`src/poqi_pkg.sv`:
```
package poqi_pkg;

    // Port widths of the payload fields.
    localparam int ID_W    = 5;
    localparam int QUEUE_W = 3;
    localparam int PRI_W   = 5;

    // Defaults for the top-level parameters.
    localparam int DEF_MAX_TASKS      = 16;
    localparam int DEF_NUM_QUEUES     = 8;
    localparam int DEF_NUM_PRIORITIES = 16;

    typedef enum logic [2:0] {
        ST_IDLE,
        ST_HEAD_RD,
        ST_HEAD_CHK,
        ST_HEAD_CMP,
        ST_WALK,
        ST_LINK1,
        ST_LINK2,
        ST_DONE
    } poqi_state_t;

    // Write enables and read strobe for the link tables.
    typedef struct packed {
        logic next_we;
        logic prev_we;
        logic pri_we;
        logic rd_en;
    } poqi_link_ctl_t;

    typedef struct packed {
        logic [ID_W-1:0] new_head;
        logic [ID_W-1:0] predecessor_id;
        logic [ID_W-1:0] successor_id;
        logic            head_changed;
    } poqi_result_t;

endpackage

```
`src/priority_ordered_queue_insert.sv`:
```
// Priority-ordered queue insert. Each input transfer inserts one task into one of
// NUM_QUEUES circular doubly linked queues, kept sorted by priority (a lower
// number is more urgent, equal priorities stay in arrival order), and returns
// one result transfer with the queue head afterwards, the task's new
// predecessor and successor, and whether the task became the head. A bad task
// ID or queue number changes nothing and returns all zeros; priorities are
// clamped to 1..NUM_PRIORITIES. The task must not already be queued. A walk
// visits at most MAX_TASKS entries of the queue. The walk is set by the link
// table, which is read at one entry per cycle. A finished result waits in an
// output register, so the next item can be accepted while it is unread; only
// while that register is still full does the sequencer hold its result and
// stay busy.
module priority_ordered_queue_insert
    import poqi_pkg::*;
#(
    parameter int MAX_TASKS      = DEF_MAX_TASKS,
    parameter int NUM_QUEUES     = DEF_NUM_QUEUES,
    parameter int NUM_PRIORITIES = DEF_NUM_PRIORITIES
) (
    input  logic               aclk,
    input  logic               aresetn,
    input  logic               s_valid,
    output logic               s_ready,
    input  logic [QUEUE_W-1:0] s_queue_id,
    input  logic [ID_W-1:0]    s_task_id,
    input  logic [PRI_W-1:0]   s_task_priority,
    output logic               m_valid,
    input  logic               m_ready,
    output logic [ID_W-1:0]    m_new_head,
    output logic [ID_W-1:0]    m_predecessor_id,
    output logic [ID_W-1:0]    m_successor_id,
    output logic               m_head_changed
);

    localparam int SlotW = $clog2(MAX_TASKS + 1);
    localparam int PriW  = $clog2(NUM_PRIORITIES + 1);
    localparam int QIdxW = (NUM_QUEUES > 1) ? $clog2(NUM_QUEUES) : 1;

    logic             head_rd_en;
    logic [QIdxW-1:0] head_rd_addr;
    logic             head_we;
    logic [QIdxW-1:0] head_waddr;
    logic [SlotW-1:0] head_wdata;
    logic [SlotW-1:0] head_rd_data;

    poqi_link_ctl_t   link_ctl;
    logic [SlotW-1:0] next_waddr;
    logic [SlotW-1:0] next_wdata;
    logic [SlotW-1:0] prev_waddr;
    logic [SlotW-1:0] prev_wdata;
    logic [SlotW-1:0] pri_waddr;
    logic [PriW-1:0]  pri_wdata;
    logic [SlotW-1:0] link_rd_addr;
    logic [SlotW-1:0] rd_next;
    logic [SlotW-1:0] rd_prev;
    logic [PriW-1:0]  rd_pri;

    logic             res_valid;
    logic             res_ready;
    poqi_result_t     res;

    logic             m_valid_reg, m_valid_next;
    poqi_result_t     m_res_reg;

    poqi_head_tbl #(
        .MAX_TASKS  (MAX_TASKS),
        .NUM_QUEUES (NUM_QUEUES)
    ) u_head_tbl (
        .aclk    (aclk),
        .aresetn (aresetn),
        .rd_en   (head_rd_en),
        .rd_addr (head_rd_addr),
        .we      (head_we),
        .waddr   (head_waddr),
        .wdata   (head_wdata),
        .rd_data (head_rd_data)
    );

    poqi_link_mem #(
        .MAX_TASKS      (MAX_TASKS),
        .NUM_PRIORITIES (NUM_PRIORITIES)
    ) u_link_mem (
        .aclk       (aclk),
        .ctl        (link_ctl),
        .next_waddr (next_waddr),
        .next_wdata (next_wdata),
        .prev_waddr (prev_waddr),
        .prev_wdata (prev_wdata),
        .pri_waddr  (pri_waddr),
        .pri_wdata  (pri_wdata),
        .rd_addr    (link_rd_addr),
        .rd_next    (rd_next),
        .rd_prev    (rd_prev),
        .rd_pri     (rd_pri)
    );

    poqi_ctrl #(
        .MAX_TASKS      (MAX_TASKS),
        .NUM_QUEUES     (NUM_QUEUES),
        .NUM_PRIORITIES (NUM_PRIORITIES)
    ) u_ctrl (
        .aclk            (aclk),
        .aresetn         (aresetn),
        .s_valid         (s_valid),
        .s_ready         (s_ready),
        .s_queue_id      (s_queue_id),
        .s_task_id       (s_task_id),
        .s_task_priority (s_task_priority),
        .head_rd_en      (head_rd_en),
        .head_rd_addr    (head_rd_addr),
        .head_we         (head_we),
        .head_waddr      (head_waddr),
        .head_wdata      (head_wdata),
        .head_rd_data    (head_rd_data),
        .link_ctl        (link_ctl),
        .next_waddr      (next_waddr),
        .next_wdata      (next_wdata),
        .prev_waddr      (prev_waddr),
        .prev_wdata      (prev_wdata),
        .pri_waddr       (pri_waddr),
        .pri_wdata       (pri_wdata),
        .link_rd_addr    (link_rd_addr),
        .rd_next         (rd_next),
        .rd_prev         (rd_prev),
        .rd_pri          (rd_pri),
        .res_valid       (res_valid),
        .res_ready       (res_ready),
        .res             (res)
    );

    // The output register takes a new result whenever it is empty or being
    // drained in the same cycle.
    assign res_ready = !m_valid_reg || m_ready;

    always_comb begin
        m_valid_next = m_valid_reg;
        if (res_valid && res_ready) begin
            m_valid_next = 1'b1;
        end else if (m_ready) begin
            m_valid_next = 1'b0;
        end
    end

    always_ff @(posedge aclk) begin
        if (!aresetn) begin
            m_valid_reg <= 1'b0;
        end else begin
            m_valid_reg <= m_valid_next;
        end
    end

    always_ff @(posedge aclk) begin
        if (res_valid && res_ready) begin
            m_res_reg <= res;
        end
    end

    assign m_valid          = m_valid_reg;
    assign m_new_head       = m_res_reg.new_head;
    assign m_predecessor_id = m_res_reg.predecessor_id;
    assign m_successor_id   = m_res_reg.successor_id;
    assign m_head_changed   = m_res_reg.head_changed;

    // An accepted transfer keeps the sequencer busy in the following cycle.
    a_busy_after_accept: assert property (@(posedge aclk) disable iff (!aresetn)
        s_valid && s_ready |=> !s_ready)
        else $error("sequencer ready right after accepting a transfer");

    // A pending result belongs to an item in flight, never to an idle sequencer.
    a_result_not_idle: assert property (@(posedge aclk) disable iff (!aresetn)
        res_valid |-> !s_ready)
        else $error("result offered while the sequencer is idle");

    // A result that could not be stored is still offered in the next cycle.
    a_result_held: assert property (@(posedge aclk) disable iff (!aresetn)
        res_valid && !res_ready |=> res_valid)
        else $error("result dropped while the output register was full");

    // The output register fills only from a result handed over by the sequencer.
    a_output_source: assert property (@(posedge aclk) disable iff (!aresetn)
        $rose(m_valid) |-> $past(res_valid))
        else $error("output transfer appeared without a result");

endmodule

```
`src/poqi_link_mem.sv`:
```
// Task-indexed link tables: successor, predecessor and priority per task slot.
// Slot 0 is a spare slot for IDs that name no task.
module poqi_link_mem
    import poqi_pkg::*;
#(
    parameter int MAX_TASKS      = DEF_MAX_TASKS,
    parameter int NUM_PRIORITIES = DEF_NUM_PRIORITIES,
    localparam int SlotW = $clog2(MAX_TASKS + 1),
    localparam int PriW  = $clog2(NUM_PRIORITIES + 1)
) (
    input  logic             aclk,
    input  poqi_link_ctl_t   ctl,
    input  logic [SlotW-1:0] next_waddr,
    input  logic [SlotW-1:0] next_wdata,
    input  logic [SlotW-1:0] prev_waddr,
    input  logic [SlotW-1:0] prev_wdata,
    input  logic [SlotW-1:0] pri_waddr,
    input  logic [PriW-1:0]  pri_wdata,
    input  logic [SlotW-1:0] rd_addr,
    output logic [SlotW-1:0] rd_next,
    output logic [SlotW-1:0] rd_prev,
    output logic [PriW-1:0]  rd_pri
);

    localparam int Depth = MAX_TASKS + 1;

    logic [SlotW-1:0] next_mem [Depth];
    logic [SlotW-1:0] prev_mem [Depth];
    logic [PriW-1:0]  pri_mem  [Depth];

    logic [SlotW-1:0] rd_next_reg;
    logic [SlotW-1:0] rd_prev_reg;
    logic [PriW-1:0]  rd_pri_reg;

    always_ff @(posedge aclk) begin
        if (ctl.next_we) begin
            next_mem[next_waddr] <= next_wdata;
        end
        if (ctl.prev_we) begin
            prev_mem[prev_waddr] <= prev_wdata;
        end
        if (ctl.pri_we) begin
            pri_mem[pri_waddr] <= pri_wdata;
        end
    end

    always_ff @(posedge aclk) begin
        if (ctl.rd_en) begin
            rd_next_reg <= next_mem[rd_addr];
            rd_prev_reg <= prev_mem[rd_addr];
            rd_pri_reg  <= pri_mem[rd_addr];
        end
    end

    assign rd_next = rd_next_reg;
    assign rd_prev = rd_prev_reg;
    assign rd_pri  = rd_pri_reg;

endmodule

```
`src/poqi_head_tbl.sv`:
```
// Queue head table. A queue whose valid bit is clear reads as empty (zero).
module poqi_head_tbl
    import poqi_pkg::*;
#(
    parameter int MAX_TASKS  = DEF_MAX_TASKS,
    parameter int NUM_QUEUES = DEF_NUM_QUEUES,
    localparam int SlotW = $clog2(MAX_TASKS + 1),
    localparam int QIdxW = (NUM_QUEUES > 1) ? $clog2(NUM_QUEUES) : 1
) (
    input  logic             aclk,
    input  logic             aresetn,
    input  logic             rd_en,
    input  logic [QIdxW-1:0] rd_addr,
    input  logic             we,
    input  logic [QIdxW-1:0] waddr,
    input  logic [SlotW-1:0] wdata,
    output logic [SlotW-1:0] rd_data
);

    logic [SlotW-1:0]      head_mem [NUM_QUEUES];
    logic [NUM_QUEUES-1:0] valid_reg;
    logic [SlotW-1:0]      rd_data_reg;

    always_ff @(posedge aclk) begin
        if (!aresetn) begin
            valid_reg <= '0;
        end else if (we) begin
            valid_reg[waddr] <= 1'b1;
        end
    end

    always_ff @(posedge aclk) begin
        if (we) begin
            head_mem[waddr] <= wdata;
        end
    end

    always_ff @(posedge aclk) begin
        if (rd_en) begin
            rd_data_reg <= valid_reg[rd_addr] ? head_mem[rd_addr] : '0;
        end
    end

    assign rd_data = rd_data_reg;

endmodule

```
`src/poqi_ctrl.sv`:
```
// Insertion sequencer. One link-table read per cycle; a single priority
// comparator decides both the head comparison and each step of the walk.
module poqi_ctrl
    import poqi_pkg::*;
#(
    parameter int MAX_TASKS      = DEF_MAX_TASKS,
    parameter int NUM_QUEUES     = DEF_NUM_QUEUES,
    parameter int NUM_PRIORITIES = DEF_NUM_PRIORITIES,
    localparam int SlotW = $clog2(MAX_TASKS + 1),
    localparam int PriW  = $clog2(NUM_PRIORITIES + 1),
    localparam int QIdxW = (NUM_QUEUES > 1) ? $clog2(NUM_QUEUES) : 1
) (
    input  logic               aclk,
    input  logic               aresetn,
    input  logic               s_valid,
    output logic               s_ready,
    input  logic [QUEUE_W-1:0] s_queue_id,
    input  logic [ID_W-1:0]    s_task_id,
    input  logic [PRI_W-1:0]   s_task_priority,
    output logic               head_rd_en,
    output logic [QIdxW-1:0]   head_rd_addr,
    output logic               head_we,
    output logic [QIdxW-1:0]   head_waddr,
    output logic [SlotW-1:0]   head_wdata,
    input  logic [SlotW-1:0]   head_rd_data,
    output poqi_link_ctl_t     link_ctl,
    output logic [SlotW-1:0]   next_waddr,
    output logic [SlotW-1:0]   next_wdata,
    output logic [SlotW-1:0]   prev_waddr,
    output logic [SlotW-1:0]   prev_wdata,
    output logic [SlotW-1:0]   pri_waddr,
    output logic [PriW-1:0]    pri_wdata,
    output logic [SlotW-1:0]   link_rd_addr,
    input  logic [SlotW-1:0]   rd_next,
    input  logic [SlotW-1:0]   rd_prev,
    input  logic [PriW-1:0]    rd_pri,
    output logic               res_valid,
    input  logic               res_ready,
    output poqi_result_t       res
);

    localparam int CntW = $clog2(MAX_TASKS);

    function automatic logic [SlotW-1:0] slot_of(input logic [SlotW-1:0] id);
        return (32'(id) <= MAX_TASKS) ? id : '0;
    endfunction

    poqi_state_t state_reg, state_next;

    logic [QIdxW-1:0] q_reg;
    logic [SlotW-1:0] t_reg;
    logic [PriW-1:0]  pri_reg;
    logic [SlotW-1:0] head_reg;
    logic [SlotW-1:0] cur_reg;
    logic [SlotW-1:0] pt_reg;
    logic [CntW-1:0]  cnt_reg;
    logic [SlotW-1:0] nh_reg;
    logic [SlotW-1:0] pred_reg;
    logic [SlotW-1:0] succ_reg;
    logic             chg_reg;

    logic             in_ok;
    logic [PriW-1:0]  pri_in;
    logic             pri_lt;
    logic             walk_stop;
    logic             cnt_last;
    logic             head_empty;

    assign in_ok = (32'(s_queue_id) < NUM_QUEUES) && (s_task_id != '0)
                   && (32'(s_task_id) <= MAX_TASKS);

    always_comb begin
        if (s_task_priority == '0) begin
            pri_in = PriW'(1);
        end else if (32'(s_task_priority) > NUM_PRIORITIES) begin
            pri_in = PriW'(NUM_PRIORITIES);
        end else begin
            pri_in = PriW'(s_task_priority);
        end
    end

    // Shared comparator: the new task against the entry just read.
    assign pri_lt     = pri_reg < rd_pri;
    assign walk_stop  = pri_lt || (cur_reg == head_reg);
    assign cnt_last   = cnt_reg == CntW'(MAX_TASKS - 1);
    assign head_empty = head_rd_data == '0;

    always_comb begin
        state_next = state_reg;
        unique case (state_reg)
            ST_IDLE: begin
                if (s_valid) begin
                    state_next = in_ok ? ST_HEAD_RD : ST_DONE;
                end
            end
            ST_HEAD_RD:  state_next = ST_HEAD_CHK;
            ST_HEAD_CHK: state_next = head_empty ? ST_DONE : ST_HEAD_CMP;
            ST_HEAD_CMP: state_next = pri_lt ? ST_LINK1 : ST_WALK;
            ST_WALK: begin
                if (walk_stop || cnt_last) begin
                    state_next = ST_LINK1;
                end
            end
            ST_LINK1:    state_next = ST_LINK2;
            ST_LINK2:    state_next = ST_DONE;
            ST_DONE: begin
                if (res_ready) begin
                    state_next = ST_IDLE;
                end
            end
            default:     state_next = ST_IDLE;
        endcase
    end

    always_ff @(posedge aclk) begin
        if (!aresetn) begin
            state_reg <= ST_IDLE;
        end else begin
            state_reg <= state_next;
        end
    end

    assign head_rd_addr = q_reg;
    assign head_waddr   = q_reg;
    assign head_wdata   = t_reg;
    assign pri_waddr    = t_reg;
    assign pri_wdata    = pri_reg;

    always_comb begin
        s_ready      = 1'b0;
        head_rd_en   = 1'b0;
        head_we      = 1'b0;
        link_ctl     = '0;
        next_waddr   = t_reg;
        next_wdata   = t_reg;
        prev_waddr   = t_reg;
        prev_wdata   = t_reg;
        link_rd_addr = slot_of(rd_next);
        res_valid    = 1'b0;
        unique case (state_reg)
            ST_IDLE: begin
                s_ready = 1'b1;
            end
            ST_HEAD_RD: begin
                link_ctl.pri_we = 1'b1;
                head_rd_en      = 1'b1;
            end
            ST_HEAD_CHK: begin
                if (head_empty) begin
                    head_we          = 1'b1;
                    link_ctl.next_we = 1'b1;
                    link_ctl.prev_we = 1'b1;
                end else begin
                    link_ctl.rd_en = 1'b1;
                    link_rd_addr   = slot_of(head_rd_data);
                end
            end
            ST_HEAD_CMP: begin
                if (pri_lt) begin
                    head_we = 1'b1;
                end else begin
                    link_ctl.rd_en = 1'b1;
                end
            end
            ST_WALK: begin
                link_ctl.rd_en = !(walk_stop || cnt_last);
            end
            ST_LINK1: begin
                link_ctl.next_we = 1'b1;
                next_wdata       = cur_reg;
                link_ctl.prev_we = 1'b1;
                prev_wdata       = pt_reg;
            end
            ST_LINK2: begin
                link_ctl.prev_we = 1'b1;
                prev_waddr       = cur_reg;
                link_ctl.next_we = 1'b1;
                next_waddr       = slot_of(pred_reg);
            end
            ST_DONE: begin
                res_valid = 1'b1;
            end
            default: begin
                res_valid = 1'b0;
            end
        endcase
    end

    always_ff @(posedge aclk) begin
        unique case (state_reg)
            ST_IDLE: begin
                q_reg    <= QIdxW'(s_queue_id);
                t_reg    <= SlotW'(s_task_id);
                pri_reg  <= pri_in;
                nh_reg   <= '0;
                pred_reg <= '0;
                succ_reg <= '0;
                chg_reg  <= 1'b0;
            end
            ST_HEAD_CHK: begin
                head_reg <= head_rd_data;
                cur_reg  <= slot_of(head_rd_data);
                if (head_empty) begin
                    nh_reg   <= t_reg;
                    pred_reg <= t_reg;
                    succ_reg <= t_reg;
                    chg_reg  <= 1'b1;
                end
            end
            ST_HEAD_CMP: begin
                if (pri_lt) begin
                    nh_reg  <= t_reg;
                    chg_reg <= 1'b1;
                    pt_reg  <= rd_prev;
                end else begin
                    nh_reg  <= head_reg;
                    chg_reg <= 1'b0;
                    cur_reg <= slot_of(rd_next);
                    cnt_reg <= '0;
                end
            end
            ST_WALK: begin
                if (walk_stop || cnt_last) begin
                    pt_reg <= rd_prev;
                end else begin
                    cur_reg <= slot_of(rd_next);
                    cnt_reg <= cnt_reg + CntW'(1);
                end
            end
            ST_LINK1: begin
                // Reinserting the successor itself leaves it as its own predecessor.
                pred_reg <= (cur_reg == t_reg) ? t_reg : pt_reg;
            end
            ST_LINK2: begin
                succ_reg <= (slot_of(pred_reg) == t_reg) ? t_reg : cur_reg;
            end
            default: begin
                cnt_reg <= cnt_reg;
            end
        endcase
    end

    assign res.new_head       = ID_W'(nh_reg);
    assign res.predecessor_id = ID_W'(pred_reg);
    assign res.successor_id   = ID_W'(succ_reg);
    assign res.head_changed   = chg_reg;

endmodule

```
`config.mk`:
```
export PLATFORM = sky130hd
export DESIGN_NAME = priority_ordered_queue_insert
export DESIGN_NICKNAME = d
export VERILOG_FILES = /design/src/poqi_pkg.sv /design/src/priority_ordered_queue_insert.sv /design/src/poqi_link_mem.sv /design/src/poqi_head_tbl.sv /design/src/poqi_ctrl.sv
export SDC_FILE = /design/constraint.sdc
export NUM_CORES = 1
export LEC_CHECK = 0
export BUFFER_PORTS_ARGS = -buffer_cell sky130_fd_sc_hd__clkbuf_2
export CORE_MARGIN = 4
export CORE_UTILIZATION = 50
export CTS_CLUSTER_SIZE = 30
export DETAILED_ROUTE_END_ITERATION = 8
export HOLD_SLACK_MARGIN = 0.08
export PLACE_DENSITY = 0.64
export SLEW_MARGIN = 10
export SYNTH_ARGS = -nofsm -noshare
export SYNTH_HDL_FRONTEND = slang
export SYNTH_SLANG_ARGS = --single-unit
```
`constraint.sdc`:
```
create_clock -name aclk -period 5.9 [get_ports aclk]
set_input_delay 0.885 -clock aclk [delete_from_list [all_inputs] [get_ports aclk]]
set_output_delay 0.885 -clock aclk [all_outputs]
set_load 0.02 [all_outputs]
```
# Word-level counts from Yosys, hierarchy flattened
# Memories as Yosys holds them, arrays and structs flattened. A register that Yosys moved wholly into a read port is not among the register bits.
# Index checks and enable logic that the tools add are counted.
# W data, S select, Z words.
word_totals:
  reg_bits: 76
  inputBits: 17
  mem_bits_rw: 295
  n_memories: 4
  output_inout_bits: 18
  elab_cells: 139
classes:
  reduce_logical: 28
  n_bitwise: 1
  order_cmp: 8
  muxes: 60
  n_eq_ne: 18
  addsub: 1
memory_table:
  columns: ["memory", "words", "word_bits", "read_ports", "rd_ports_with_merged_regs", "write_ports", "line_no", "text"]
  rows:
  - ["u_link_mem.next_mem", 17, 5, 1, 1, 1, "poqi_link_mem.sv:27", "logic [SlotW-1:0] next_mem [Depth];"]
  - ["u_link_mem.prev_mem", 17, 5, 1, 1, 1, "poqi_link_mem.sv:28", "logic [SlotW-1:0] prev_mem [Depth];"]
  - ["u_link_mem.pri_mem", 17, 5, 1, 1, 1, "poqi_link_mem.sv:29", "logic [PriW-1:0] pri_mem [Depth];"]
  - ["u_head_tbl.head_mem", 8, 5, 1, 1, 1, "poqi_head_tbl.sv:20", "logic [SlotW-1:0] head_mem [NUM_QUEUES];"]
op_table:
  columns: ["operator", "n"]
  rows:
  - ["$mux W5", 18]
  - ["$pmux W5 S3", 4]
  - ["$pmux W3 S8", 1]
  - ["$mux W1", 21]
  - ["$le A5 B5 Y1 const B", 4]
  - ["$eq A5 B5 Y1", 3]
  - ["$mux W3", 5]
  - ["$eq A3 B3 Y1 const B", 4]
  - ["$reduce_and A3 Y1", 4]
  - ["$reduce_bool A3 Y1", 4]
  - ["$logic_not A5 Y1", 2]
  - ["$pmux W5 S2", 1]
  - ["$mux W4", 2]
  - ["$ne A2 B2 Y1 const B", 4]
  - ["$or A8 B8 Y8", 1]
  - ["$pmux W4 S2", 1]
  - ["$eq A3 B2 Y1 const B", 2]
  - ["$ne A2 B1 Y1 const B", 3]
  - ["$pmux W1 S3", 2]
  - ["$reduce_and A2 Y1", 3]
  - ["$gt A5 B5 Y1 const B", 1]
  - ["$lt A5 B5 Y1", 1]
  - ["$reduce_bool A5 Y1", 1]
  - ["$add A4 B1 Y4 const B", 1]
  - ["15 further kinds", 23]

# Depth between registers and ports, before layout
logic_depth:
  word_depth: 5
  ltp_mapped: 14
  ltp_nobuf: 10

# Hierarchy
# From an unflattened synthesis, not the netlist that was laid out.
hier_totals:
  cells_unflattened: 923
  hier_area_um2: 16258.1
modules_own_cells:
  columns: ["mod", "cells_each", "instances", "area_each_um2", "seq_area_each_um2"]
  rows:
  - ["poqi_link_mem", 503, 1, 10631.4, 8107.8]
  - ["poqi_ctrl", 298, 1, 3064.2, 1501.4]
  - ["poqi_head_tbl", 101, 1, 2024.4, 1511.4]
  - ["priority_ordered_queue_insert", 21, 1, 538.0, 500.5]

# Worst setup path before layout
# No wires, ideal clock.
synth_timing:
  kind: "register to register"
  start: "reg u_ctrl.state_reg[0]"
  end: "reg u_link_mem.rd_next_reg[0] (netlist: u_link_mem.rd_next[0]) (read register of u_link_mem.next_mem), data pin"
  required_time_ns: 5.724
  arrival_time_ns: 2.397
  synth_period_minus_slack_ns: 2.573
  path_stages_with_launch: 13
  slack_ns: 3.327
  cell_sequence: "dfxtp_1 > inv_1 > ha_1 > buf_2 > nand2b_1 > buf_2 > mux2i_1 > a21boi_2 > nand2_1 > clkbuf_1 > o22ai_1 > a311oi_1 > nor4_1"
synth_via:
  elab_chain_cells: 2
  word_cells_on_any_way: 5
  classes_between: "3 x eq/ne; 2 x mux"
synth_lines:
  columns: ["item", "line_no", "text"]
  rows:
  - ["start, declared", "poqi_ctrl.sv:48", "poqi_state_t state_reg, state_next;"]
  - ["start signal, assigned", "poqi_ctrl.sv:119", "state_reg <= state_next;"]
  - ["$eq A3 B3 Y1 / $eq A3 B2 Y1 (equally long branches)", "poqi_ctrl.sv:140", "unique case (state_reg)"]
  - ["$pmux W1 S3 / $mux W5 (equally long branches)", "poqi_ctrl.sv:140", null]
  - ["end, declared", "poqi_link_mem.sv:31", "logic [SlotW-1:0] rd_next_reg;"]
# Parallel ways exist; a longest one is shown, timed or not.
# A chain may end at the register's enable or synchronous reset.

# Worst setup path in the final report
layout_timing:
  start: "reg u_head_tbl.rd_data_reg[0] (netlist: u_head_tbl.rd_data[0]) (read register of u_head_tbl.head_mem)"
  end: "reg u_link_mem.rd_next_reg[4] (netlist: u_link_mem.rd_next[4]) (read register of u_link_mem.next_mem), data pin"
layout_via:
  elab_chain_cells: 4
  word_cells_on_any_way: 7
  classes_between: "1 x order compare; 5 x mux; 1 x reduce/logical"
layout_lines:
  columns: ["item", "line_no", "text"]
  rows:
  - ["start, declared", "poqi_head_tbl.sv:22", "logic [SlotW-1:0] rd_data_reg;"]
  - ["$le A5 B5 Y1", "poqi_ctrl.sv:45", "return (32'(id) <= MAX_TASKS) ? id : '0;"]
  - ["$mux W5", "poqi_ctrl.sv:45", null]
  - ["$mux W5", "poqi_ctrl.sv:149", "if (head_empty) begin"]
  - ["$mux W5", "poqi_ctrl.sv:140", null]
# Parallel ways exist; a longest one is shown, timed or not.

==> flow_metrics.env <==
export IMPL_start_util_pct=51.0
export IMPL_setup_tns_ps=0
export IMPL_power_frac_seq_pct=42.9
export IMPL_fin_skew_ps=14.5
export IMPL_synthTopCellsByArea="edfxtp_1 (68%), nand2_1 (3.8%), mux2i_1 (3.7%), nor2_1 (2.5%), o221ai_1 (1.7%)"
export IMPL_synth_cell_types=58
export IMPL_netSwitchingFraction_pct=36.5
export IMPL_internal_power_w=0.00618
export IMPL_setup_violations=0
export IMPL_post_cts_buffers=0
export IMPL_p_total_w=0.00973
export IMPL_drt_iter0_markers=1101
export IMPL_overflow=0
export IMPL_p_clk_share_pct=24.6
export IMPL_wire_per_inst_um=23.3
export IMPL_fin_crit_sh_pct=66.9
export IMPL_synth_edf_count=379
export IMPL_drive_gt1_share_pct=10.3
export IMPL_finalWeightedCongestion=0.871
export IMPL_drv_cap=0
export IMPL_grt_max_degree=47
export IMPL_holdWs_ps=416
export IMPL_yosysTopAreaCell="edfxtp_1"
export IMPL_post_cts_resized=0
export IMPL_grt_pass1_wl_mm=61.9
export IMPL_die_h_um=191
export IMPL_cts_tree="done"
export IMPL_required_ps=6160
export IMPL_grt_setup_unrepaired="no"
export IMPL_antenna_left=0
export IMPL_final_nets=1296
export IMPL_vias=10600
export IMPL_power_density_nw_per_um2=524
export IMPL_synth_async_reset_ratio_pct=0
export IMPL_ys_flop_type="edfxtp_1"
export IMPL_ir_drop_mv=0.261
export IMPL_crit_fanout=18
export IMPL_syn_area_sq_um=16700
export IMPL_postCtsHoldBufs=0
export IMPL_multi_input_area_sq_um=4740
export IMPL_grt_pass1_vias=10400
export IMPL_syn_inst=1238
export IMPL_antennaDiodeCount=0
export IMPL_dr_pass1_iters=6
export IMPL_coreArea_sq_um=32700
export IMPL_p_sw_w=0.00355
export IMPL_worstSetupPathType="flop to flop"
export IMPL_viasPerCell=6.10
export IMPL_clkLatencyLatePin_ps=530
export IMPL_globalRouteTotalUtil_pct=22.2
export IMPL_routed_wl_mm=40.5
export IMPL_fmax_ghz=0.253
export IMPL_antenna_found_initial=0
export IMPL_synth_top_area_share_pct=68.2
export IMPL_drc=0
export IMPL_avgSynthCellArea_sq_um=13.5
export IMPL_ios=35
export IMPL_max_slew_margin_pct=16.7
export IMPL_top_usage_layer="met2"
export IMPL_tightest_slew_ps=1250
export IMPL_rows=66
export IMPL_ys_seq_area_share_pct=69.6
export IMPL_syn2layout_area_growth_pct=11.3
export IMPL_startpoint_type="flop"
export IMPL_cts_sinks=391
export IMPL_grt_use_met1_pct=30.5
export IMPL_top_regs="u_link_mem.next_mem x85, u_link_mem.prev_mem x85, u_link_mem.pri_mem x85"
export IMPL_cp_end_kind="flop"
export IMPL_numPortBuffers=34
export IMPL_cts_buffer_depth=3
export IMPL_n_fill_cell=2664
export IMPL_clockRootBuffer="clkbuf_16"
export IMPL_synth_seq_cells=391
export IMPL_worstPathArrival_ps=4210
export IMPL_outcome="finished clean"
export IMPL_fin_crit_ps=3950
export IMPL_clkSlewWorstSetupHoldPaths_ps=60
export IMPL_regArea_sq_um=11600
export IMPL_htree_levels=2
export IMPL_die_area_sq_um=36400
export IMPL_ys_warn_count=0
export IMPL_grt_util_met2_pct=36.8
export IMPL_hold_viol=0
export IMPL_die_w_um=191
export IMPL_rrSetupSlack_ps=1950
export IMPL_cts_inserted_buffers=42
export IMPL_dp_hpwl_mm=26.5
export IMPL_hold_path_class="flop to flop"
export IMPL_grt_util_met3_pct=3.59
export IMPL_leakage_nw=6.12
export IMPL_synth_nets=1266
export IMPL_combPwrFrac_pct=32.5
export IMPL_report_final_slew_viol_count=0
-- cells in the mapped netlist (all sizes together), types with 3 or more instances --
cell,count
o21a,6
a31oi,6
mux4,6
buf,11
and2,8
a32o,20
nor4,37
o221ai,32
dfxtp,12
mux2i,62
nor2b,13
nor2,113
inv,17
ha,11
a21oi,39
a21o,3
nand3,28
and3,5
a21boi,3
xnor2,10
nand2,168
o31ai,3
o22ai,37
o21ai,44
nor3b,8
nand2b,14
a311oi,15
xor2,7
edfxtp,379
clkbuf,61
nand3b,20
nor3,4
a22o,16
-- through the flow --
step / instance area (sq um) / utilization [%] / worst slack (ps) / std cells
finish: 18600 / 56.8 / 1950 / 1741
global placement: 17300 / 53.0 / 2080 / 1666
floorplan: 16700 / - / 3330 / 1238
detailed placement: 17300 / 53.0 / 2050 / 1666
CTS: 18600 / 56.8 / 2030 / 1741
global route: 18600 / 56.8 / 1680 / 1741
-- worst max-delay path, stage by stage (launching register included) --
cell and delay [ps]:
edfxtp_1 490, or4_4 600, nor2_2 830, a21boi_2 110, buf_4 250, nand2_1 330, buf_4 280, o22ai_1 110
a311oi_1 540, nor4_1 110
-- routing by layer --
| layer | share of wire (%) | routed length, um |
|---|---|---|
| met5 | 0 | 0 |
| met4 | 2.7 | 1110 |
| met3 | 7.3 | 2970 |
| met2 | 48 | 19600 |
| met1 | 42 | 16800 |
-- cell type report --
cell class / count / share of cell area [%]
clock buffer: 58 / 6.10
inverter: 17 / 0.344
sequential: 391 / 62.6
multi-input combinational: 758 / 25.5
timing repair buffer: 58 / 1.95
tap: 442 / 2.98
clock inverter: 17 / 0.559
-- cells by family (layout without fill, tap and decap cells) --
kind of cell / after synthesis / in the layout / synth area share (%)
xor+xnor: 17 / 17 / 0.892
simple gates: 427 / 427 / 11.9
mux: 70 / 70 / 4.66
fa+ha+maj: 11 / 11 / 0.825
buf+inv: 89 / 150 / 2.22
flops: 391 / 391 / 69.6
compound gates: 233 / 233 / 9.85
-- power by group through the flow --
| stage | logic (W) | clock network (W) | registers, W |
|---|---|---|---|
| 2_1_floorplan | 0.00221 | 0 | 0.00400 |
| 3_3_place_gp | 0.00307 | 0 | 0.00422 |
| 3_5_place_dp | 0.00313 | 0 | 0.00423 |
| 4_1_cts | 0.00314 | 0.00243 | 0.00417 |
| 5_1_grt | 0.00341 | 0.00256 | 0.00422 |
| 6_report | 0.00316 | 0.00239 | 0.00418 |
-- final timing paths --
kind,start,endpoint,cells after the start
min,u_ctrl.nh_reg[1],m_new_head[1],0
max,u_head_tbl.rd_data[0],u_link_mem.rd_next[4],9
max reg2reg,u_head_tbl.rd_data[0],u_link_mem.rd_next[4],9
min reg2reg,u_ctrl.nh_reg[1],m_new_head[1],0
-- cells in the final DEF, fill, tap and decap left out, types with 3 or more instances in the layout --
cell / instances
edfxtp_1: 379
nand2_1: 168
nor2_1: 112
mux2i_1: 62
clkbuf_16: 43
a21oi_1: 39
o22ai_1: 37
o21ai_0: 35
nor4_1: 35
clkbuf_2: 34
o221ai_1: 32
nand3_1: 28
buf_4: 23
a32o_1: 20
nand3b_1: 20
inv_1: 17
a22o_1: 16
a311oi_1: 15
clkbuf_1: 15
nand2b_1: 14
nor2b_1: 13
dfxtp_1: 12
ha_1: 11
xnor2_1: 10
nor3b_1: 8
clkinv_1: 8
xor2_1: 7
and2_1: 7
clkinv_2: 7
a31oi_1: 6
mux4_2: 6
o21ai_2: 5
o21a_1: 5
and3_1: 5
nor3_1: 4
a21o_1: 3
o31ai_1: 3
(Power assumes the default switching activity.)
